<file path="src/rtl/cwenv_ram.sv">
// Generic single-write, single-read synchronous RAM, registered read.
// No dependencies.
`default_nettype none
module cwenv_ram #(
	parameter int WIDTH = 8,
	parameter int DEPTH = 16,
	parameter int AW    = (DEPTH > 1) ? $clog2(DEPTH) : 1
) (
	input  wire logic             clk,
	input  wire logic             we,
	input  wire logic [AW-1:0]    waddr,
	input  wire logic [WIDTH-1:0] wdata,
	input  wire logic             re,
	input  wire logic [AW-1:0]    raddr,
	output logic      [WIDTH-1:0] rdata
);
	logic [WIDTH-1:0] mem [DEPTH];

	always_ff @(posedge clk) begin
		if (we) begin
			mem[waddr] <= wdata;
		end
		if (re) begin
			rdata <= mem[raddr];
		end
	end
endmodule
`default_nettype wire

</file>
<file path="config.mk">
export PLATFORM = sky130hd
export DESIGN_NAME = cwenv_ram
export DESIGN_NICKNAME = d
export VERILOG_FILES = /design/src/rtl/cwenv_ram.sv
export SDC_FILE = /design/constraint.sdc
export NUM_CORES = 1
export LEC_CHECK = 0
export ABC_AREA = 1
export BUFFER_PORTS_ARGS = -buffer_cell sky130_fd_sc_hd__buf_2
export CAP_MARGIN = 5
export CORE_ASPECT_RATIO = 0.8
export CORE_MARGIN = 2
export CORE_UTILIZATION = 45
export DETAILED_ROUTE_END_ITERATION = 8
export SLEW_MARGIN = 40
export SYNTH_ARGS = -nofsm -noshare
export SYNTH_HDL_FRONTEND = slang
export SYNTH_SLANG_ARGS = --single-unit
</file>
<file path="constraint.sdc">
create_clock -name clk -period 2.45 [get_ports clk]
set_clock_uncertainty 0.2 [all_clocks]
set_input_delay 0.49 -clock clk [delete_from_list [all_inputs] [get_ports clk]]
set_output_delay 0.49 -clock clk [all_outputs]
set_load 0.05 [all_outputs]
</file>
==> results of run 1 <==
==> registers in the layout, indices dropped and copies added (netlist names) <==
register and cells:
rdata 8, mem 128
==> routing by layer <==
layer,GRT usage (%),vias up,wire [microns]
met4,8.70,2,316
met3,6.96,24,1050
li1,-,1867,-
met1,31.1,1835,6620
met5,0,-,12
met2,29.6,143,5780
==> cells by family (layout without fill, tap and decap cells) <==
group / after synthesis / after routing / synth area share [%]
DFF: 136 / 136 / 69.8
and+or+nand+nor: 289 / 289 / 20.8
buffers and inverters: 126 / 180 / 9.39
==> stage by stage <==
step	area [sq um]	hold WS, ns	util, %
5_1_grt	6760	0.234	52.9
3_3_place_gp	6190	0.536	48.5
4_1_cts	6760	0.224	52.9
6_report	6760	0.239	52.9
3_5_place_dp	6190	0.549	48.5
2_1_floorplan	5850	0.389	-
==> area by class of cell <==
cell class | instances | area (sq um) | share of cell area, %
clock buffer | 20 | 437 | 6.46
clock inverter | 12 | 133 | 1.96
inverter | 102 | 383 | 5.66
multi-input combinational | 289 | 1210 | 17.9
sequential | 136 | 4080 | 60.4
tap | 175 | 219 | 3.24
timing repair buffer | 46 | 293 | 4.33
==> power by group <==
| group | internal [mW] | switching, mW | leakage [nW] | total, mW |
|---|---|---|---|---|
| logic | 0.0902 | 0.264 | 1.40 | 0.355 |
| registers | 2.62 | 0.0139 | 1.24 | 2.64 |
| clock network | 1.58 | 0.911 | 0.277 | 2.49 |
| total | 4.29 | 1.19 | 2.92 | 5.48 |
==> how the worst min path moves through the flow <==
stage                     startpoint   endpoint  slack [ns]  depth (start not counted)
after floorplan             wdata[0]  mem[0][0]        0.39                          0
after global placement     mem[6][2]   rdata[2]        0.54                          6
after detailed placement   mem[6][2]   rdata[2]        0.55                          6
after CTS                         re   rdata[3]        0.22                          1
after global routing              re   rdata[4]        0.23                          1
final                             re   rdata[3]        0.24                          1
==> cell usage in the layout, fill, tap and decap left out <==
cell,count
nand2_1,173
edfxtp_1,136
inv_1,100
nand3_1,97
buf_2,26
buf_4,19
nor2_1,17
clkbuf_16,17
clkinv_1,4
clkinv_2,4
clkbuf_1,3
bufinv_16,3
inv_2,2
nand3b_1,2
clkinvlp_4,1
buf_12,1
==> results.json, run 1 <==
{
  "vias": 3871,
  "syn-cell-area_sq_um": 5850,
  "ant_nets": 0,
  "yosysMostFrequentCell": "nand2_1",
  "synthTopCellsByArea": "edfxtp_1 (70%), nand2_1 (11%), nand3_1 (8.3%)",
  "post_cts_resized": 0,
  "synthCells": 551,
  "worst-path-stages": 1,
  "fin_ws_ns": 0.693,
  "finalSetupTns_ns": 0,
  "clock_path_buffers": 2,
  "netlist-cell-type-count": 11,
  "core_sq_um": 12800,
  "ios": 27,
  "avgSynthCellArea_sq_um": 10.6,
  "synth_area_leader_cell": "edfxtp_1",
  "die_h_microns": 106,
  "reg2regPathDepth": 6,
  "grt_pass1_vias": 3828,
  "clk_latency_ns": 0.42,
  "cts_made_buffers": 17,
  "grtUsageTotal_pct": 21.4,
  "path_cells": "buf_2",
  "avgViaCountPerCell": 4.96,
  "endpoint_kind": "primary output",
  "finalCritPeriodShare_pct": 71.7,
  "rr_startpoint": "mem[11][1]",
  "post-cts-setup-buffers": 0,
  "setup_viol": 0,
  "root_buffer": "clkbuf_16",
  "synth_nets": 570,
  "drive_gt1_share_pct": 12.1,
  "maxCapViolCount": 0,
  "worst_path_max_delay_cell": "edfxtp_1",
  "die_x_microns": 131,
  "critPathMaxStageDelay_ns": 0.37,
  "critPathKind": "reg -> out",
  "cp.required_ns": 1.76,
  "grt_max_degree": 43,
  "relSlewSlack_pct": 52.1,
  "final_cells": 780,
  "max_freq_mhz": 569,
  "start_util_pct": 45.8,
  "wl_mm": 13.8,
  "grt-ovfl-total": 0,
  "path_clk_slew_ns": 0.06,
  "path_buf_inv": 1,
  "arrival_ns": 1.07,
  "ys_ff_latch": 136,
  "synthArstFlopShare_pct": 0,
  "synth_edf_count": 136,
  "hp-class": "in -> reg",
  "min_period_ns": 1.76,
  "htree_levels": 4,
  "rrSetupSlack_ns": 1.05,
  "rows": 37,
  "dp.cells": 748,
  "status": "finished clean",
  "path_delay_family": "flip-flops",
  "synthTopCellsByCount": "nand2_1 (173), edfxtp_1 (136), inv_1 (100)",
  "rsz0062_at_grt": "false",
  "dp_hpwl_mm": 8.74,
  "portBuffers": 26,
  "leakage_nw": 2.92,
  "grt_pass1_wl_mm": 21.7,
  "area_delta_synth_final_pct": 15.6,
  "clock_sinks": 136,
  "max_slew.worst_pin.slew_ns": 0.716,
  "drcViolationCount": 0,
  "powerDensity_nw_per_um2": 810,
  "dp_slack_ns": 0.369,
  "cts_tree": "done",
  "firstDrtPassIters": 7,
  "ys_seq_area_share_pct": 69.8,
  "antenna_found_initial": 0,
  "yosys_most_used_dff": "edfxtp_1",
  "first_iter_violations": 380,
  "worstSetupEndpoint": "rdata[6]",
  "num-fill-cells": 1169,
  "irDropWorstVdd_v": 0.000512,
  "gp_congestion": 0.869,
  "avgRoutedWirePerCell_microns": 17.7,
  "holdBufCountCts": 0,
  "power.total_mw": 5.48,
  "critPathLaunchType": "flip-flop",
  "worstReg2RegEnd": "rdata[1]",
  "slew_violations": 0,
  "critPathMaxFanout": 1,
  "antenna_cells": 0,
  "synth_top_area_share_pct": 69.8,
  "dieArea_sq_um": 13900,
  "yosys_warnings": 0,
  "finalHoldViolCount": 0,
  "nets": 611,
  "startpoint": "rdata[6]"
}
Note: power is estimated with default switching activity, not from simulation.
==> run 2, diff against run 1 <==
==> constraint.sdc (replaced) <==
create_clock -name clk -period 1.5 [get_ports clk]
set_clock_uncertainty 0.2 [all_clocks]
set_input_delay 0.3 -clock clk [delete_from_list [all_inputs] [get_ports clk]]
set_output_delay 0.3 -clock clk [all_outputs]
set_load 0.05 [all_outputs]
==> results.json, run 2 (synthesis gave the netlist of run 1 again) <==
{
  "status": "finished with violations",
  "violations": "negative setup slack",
  "grtUsageTotal_pct": 20.8,
  "avgRoutedWirePerCell_microns": 17.2,
  "antenna_cells": 0,
  "antenna_found_initial": 0,
  "portBuffers": 26,
  "largest_register": "mem",
  "max_slew.worst_pin.slew_ns": 0.404,
  "critPathMaxFanout": 1,
  "critPathLaunchType": "flip-flop",
  "clk_latency_ns": 0.42,
  "arrival_ns": 1.07,
  "path_delay_family": "flip-flops",
  "dieArea_sq_um": 13900,
  "grt_pass1_vias": 3726,
  "maxCapViolCount": 0,
  "first_iter_violations": 330,
  "path_buf_inv": 1,
  "worst_path_max_delay_cell": "edfxtp_1",
  "hp-class": "in -> reg",
  "dp_slack_ns": -0.308,
  "hold_ws_ns": 0.0684,
  "dp_hpwl_mm": 8.85,
  "clock_sinks": 136,
  "cts_tree": "done",
  "critPathMaxStageDelay_ns": 0.46,
  "cts_made_buffers": 17,
  "avgViaCountPerCell": 4.98,
  "core_sq_um": 12800,
  "endpoint_kind": "primary output",
  "slew_violations": 0,
  "rsz0062_at_grt": "true",
  "setup_viol": 4,
  "area_delta_synth_final_pct": 18.6,
  "ios": 27,
  "wl_mm": 13.6,
  "die_x_microns": 131,
  "grt_pass1_wl_mm": 21.1,
  "firstDrtPassIters": 5,
  "reg2regPathDepth": 6,
  "finalCritPeriodShare_pct": 105,
  "reg.largest.list": "mem (128), rdata (8)",
  "min_period_ns": 1.57,
  "nets": 624,
  "critPathKind": "reg -> out",
  "mostFrequentLayoutCells": "nand2_1 (173), edfxtp_1 (136), inv_1 (100), nand3_1 (97), buf_4 (28)",
  "finalHoldViolCount": 0,
  "path_clk_slew_ns": 0.06,
  "relSlewSlack_pct": 73.1,
  "die_h_microns": 106,
  "vias": 3953,
  "worst-path-stages": 1,
  "rows": 37,
  "drive_gt1_share_pct": 14.6,
  "htree_levels": 4,
  "holdPathStages": 1,
  "grt-ovfl-total": 0,
  "power.total_mw": 8.78,
  "max_freq_mhz": 635,
  "start_util_pct": 45.8,
  "cp.required_ns": 1.00,
  "grt_max_degree": 25,
  "root_buffer": "clkbuf_16",
  "layout_commonest_cell": "nand2_1",
  "finalSetupTns_ns": -0.188,
  "irDropWorstVdd_v": 0.000811,
  "fin_ws_ns": -0.0749,
  "path_cells": "buf_6",
  "ant_nets": 0,
  "largest_reg_flops": 128,
  "powerDensity_nw_per_um2": 1270,
  "clock_path_buffers": 2,
  "leakage_nw": 2.99,
  "gp_congestion": 0.835,
  "drcViolationCount": 0
}
run 2: where the power goes:
group | internal, mW | total, mW | switching (mW)
clock network | 2.26 | 3.82 | 1.56
logic | 0.204 | 0.641 | 0.437
registers | 4.28 | 4.31 | 0.0313
total | 6.75 | 8.78 | 2.03
run 2: worst paths after layout:
kind	startpoint	to	slack, ns
max	rdata[3]	rdata[3]	-0.07
min reg2reg	mem[14][0]	rdata[0]	0.56
max reg2reg	mem[9][1]	rdata[1]	0.10
min	re	rdata[1]	0.07
run 2: layout make-up:
class / instances / area, sq um
Fill cell: 1125 / 5850
Sequential cell: 136 / 4080
Multi-Input combinational cell: 289 / 1210
Timing Repair Buffer: 59 / 490
Clock buffer: 20 / 437
Inverter: 102 / 383
Tap cell: 175 / 219
Clock inverter: 12 / 105
run 2: repair_timing:
item | CTS | global route
endpoints found under the setup margin | 8 | 8
setup buffers | 0 | 0
hold buffers | 0 | 0
resized for setup | 13 | 3
run 2: through the flow:
step                area (sq um)  utilization (%)  std cells
floorplan                   5850                -        551
global placement            6340             49.6        761
detailed placement          6340             49.6        761
CTS                         6920             54.2        793
global route                6930             54.2        793
finish                      6930             54.2        793
run 2: layer usage:
| metal | track usage [%] | up-vias | part of all wire (%) |
|---|---|---|---|
| met2 | 29.7 | 164 | 43 |
| met3 | 5.96 | 16 | 9.0 |
| met5 | 0 | - | 0 |
| met1 | 30.7 | 1883 | 46 |
| met4 | 7.22 | 0 | 1.8 |
| li1 | - | 1890 | - |
==> run 3, diff against run 2 <==
--- a/config.mk
+++ b/config.mk
@@ -12,6 +12,7 @@
 export CORE_MARGIN = 2
 export CORE_UTILIZATION = 45
 export DETAILED_ROUTE_END_ITERATION = 8
+export PLACE_DENSITY = 0.62
 export SLEW_MARGIN = 40
 export SYNTH_ARGS = -nofsm -noshare
 export SYNTH_HDL_FRONTEND = slang
==> results.json, run 3 (synthesis gave the netlist of run 1 again) <==
{
  "status": "finished with violations",
  "p_switching_mw": 2.09,
  "largest_reg_flops": 128,
  "first_iter_violations": 507,
  "portBuffers": 26,
  "antenna_found_initial": 0,
  "ios": 27,
  "min_period_ns": 1.55,
  "met2_wirelength_mm": 6.11,
  "largest_register": "mem",
  "cts_tree": "done",
  "final_cells": 789,
  "ant_nets": 0,
  "critPathKind": "reg -> out",
  "final_util_pct": 54.3,
  "wl_met3_mm": 1.06,
  "grt_max_degree": 48,
  "p_comb_share_pct": 6.9,
  "fin_ws_ns": -0.0521,
  "multiInputGateArea_sq_um": 1210,
  "maxCapViolCount": 0,
  "arrival_ns": 1.05,
  "vias": 3901,
  "mostFrequentLayoutCells": "nand2_1 (173), edfxtp_1 (136), inv_1 (100), nand3_1 (97), buf_4 (26)",
  "cp.required_ns": 1.00,
  "core_sq_um": 12800,
  "pwr-share-clk_pct": 45.2,
  "violations": "negative setup slack",
  "clock_path_buffers": 2,
  "dp.cells": 757,
  "path_delay_family": "flip-flops",
  "avgViaCountPerCell": 4.94,
  "grt-ovfl-total": 0,
  "holdBufCountCts": 0,
  "clk_latency_ns": 0.42,
  "nets": 620,
  "gp_congestion": 0.804,
  "path_cells": "buf_6",
  "drive_gt1_share_pct": 14.3,
  "start_util_pct": 45.8,
  "max_freq_mhz": 644,
  "critPathMaxFanout": 1,
  "die_x_microns": 131,
  "grtUsageTotal_pct": 20.8,
  "grt_pass1_wl_mm": 21.2,
  "htree_levels": 4,
  "cts_made_buffers": 17,
  "endpoint_kind": "primary output",
  "drcViolationCount": 0,
  "num-fill-cells": 1147,
  "firstDrtPassIters": 5,
  "register_area_sq_um": 4080,
  "setup_viol": 3,
  "dp_hpwl_mm": 8.46,
  "rsz0062_at_grt": "true",
  "finalHoldViolCount": 0,
  "root_buffer": "clkbuf_16",
  "swShare_pct": 23.2,
  "die_h_microns": 106,
  "routed.top_layer": "met4",
  "relSlewSlack_pct": 62.8,
  "worst_path_max_delay_cell": "edfxtp_1",
  "dieArea_sq_um": 13900,
  "path_clk_slew_ns": 0.06,
  "wl_met1_mm": 6.16,
  "slew_violations": 0,
  "p_int_mw": 6.92,
  "finalCritPeriodShare_pct": 103,
  "layout_commonest_cell": "nand2_1",
  "powerDensity_nw_per_um2": 1300,
  "irDropWorstVdd_v": 0.000741,
  "p_seq_share_pct": 47.8,
  "leakage_nw": 2.98,
  "grt_pass1_vias": 3692,
  "rows": 37,
  "critPathMaxStageDelay_ns": 0.44,
  "reg.largest.list": "mem (128), rdata (8)",
  "max_slew.worst_pin.slew_ns": 0.558,
  "antenna_cells": 0,
  "critPathLaunchType": "flip-flop",
  "clock_sinks": 136,
  "area_delta_synth_final_pct": 18.6,
  "hold_ws_ns": 0.0728,
  "path_buf_inv": 1,
  "wl_mm": 13.6,
  "avgRoutedWirePerCell_microns": 17.2,
  "hp-class": "in -> reg"
}
-- run 3: cell count changes in the layout (fill, tap and decap cells not counted), sizes merged --
cell	delta
clkbuf	-3
inv	+1
clkinv	+1
buf	-4
bufinv	+1
-- run 3: cell type report --
class	count	area share (%)
Sequential cell	136	58.9
Timing Repair Buffer	55	6.53
Multi-Input combinational cell	289	17.5
Clock inverter	15	2.24
Clock buffer	17	6.14
Inverter	102	5.52
Tap cell	175	3.16
-- run 3: timing repair --
item | CTS | global route
endpoints found under the setup margin | 6 | 8
setup buffers | 0 | 0
gates resized for setup | 11 | 5
endpoints found under the hold margin | 0 | 0
-- run 3: power by group through the flow --
| stage | Combinational (mW) | Clock [mW] | Sequential, mW |
|---|---|---|---|
| 6_report | 0.625 | 4.07 | 4.31 |
| 5_1_grt | 0.689 | 4.25 | 4.32 |
| 4_1_cts | 0.625 | 4.10 | 4.31 |
| 3_5_place_dp | 0.608 | 0 | 4.39 |
| 3_3_place_gp | 0.600 | 0 | 4.38 |
| 2_1_floorplan | 0.300 | 0 | 4.44 |
-- run 3: path summary, 6_finish.rpt --
| path | start | to | slack (ns) | cells after the start |
|---|---|---|---|---|
| max | rdata[6] | rdata[6] | -0.05 | 1 |
| min | re | rdata[5] | 0.07 | 1 |
| max reg2reg | mem[13][5] | rdata[5] | 0.11 | 6 |
| min reg2reg | mem[14][3] | rdata[3] | 0.56 | 6 |
-- run 3: per-layer routing --
| metal | vias to the layer above | track usage [%] |
|---|---|---|
| met3 | 19 | 4.48 |
| met4 | 0 | 8.07 |
| met2 | 166 | 31.0 |
| met5 | - | 0 |
| li1 | 1877 | - |
| met1 | 1839 | 30.1 |
-- run 3: stage by stage --
step	cell area [sq um]	setup slack, ns	TNS, ns	total power, mW
4_1_cts	6920	-0.0576	-0.162	9.03
3_3_place_gp	6310	-0.266	-1.45	4.98
2_1_floorplan	5850	0.0492	0	4.74
3_5_place_dp	6310	-0.272	-1.81	5.00
6_report	6930	-0.0521	-0.144	9.01
5_1_grt	6930	-0.0711	-0.214	9.26
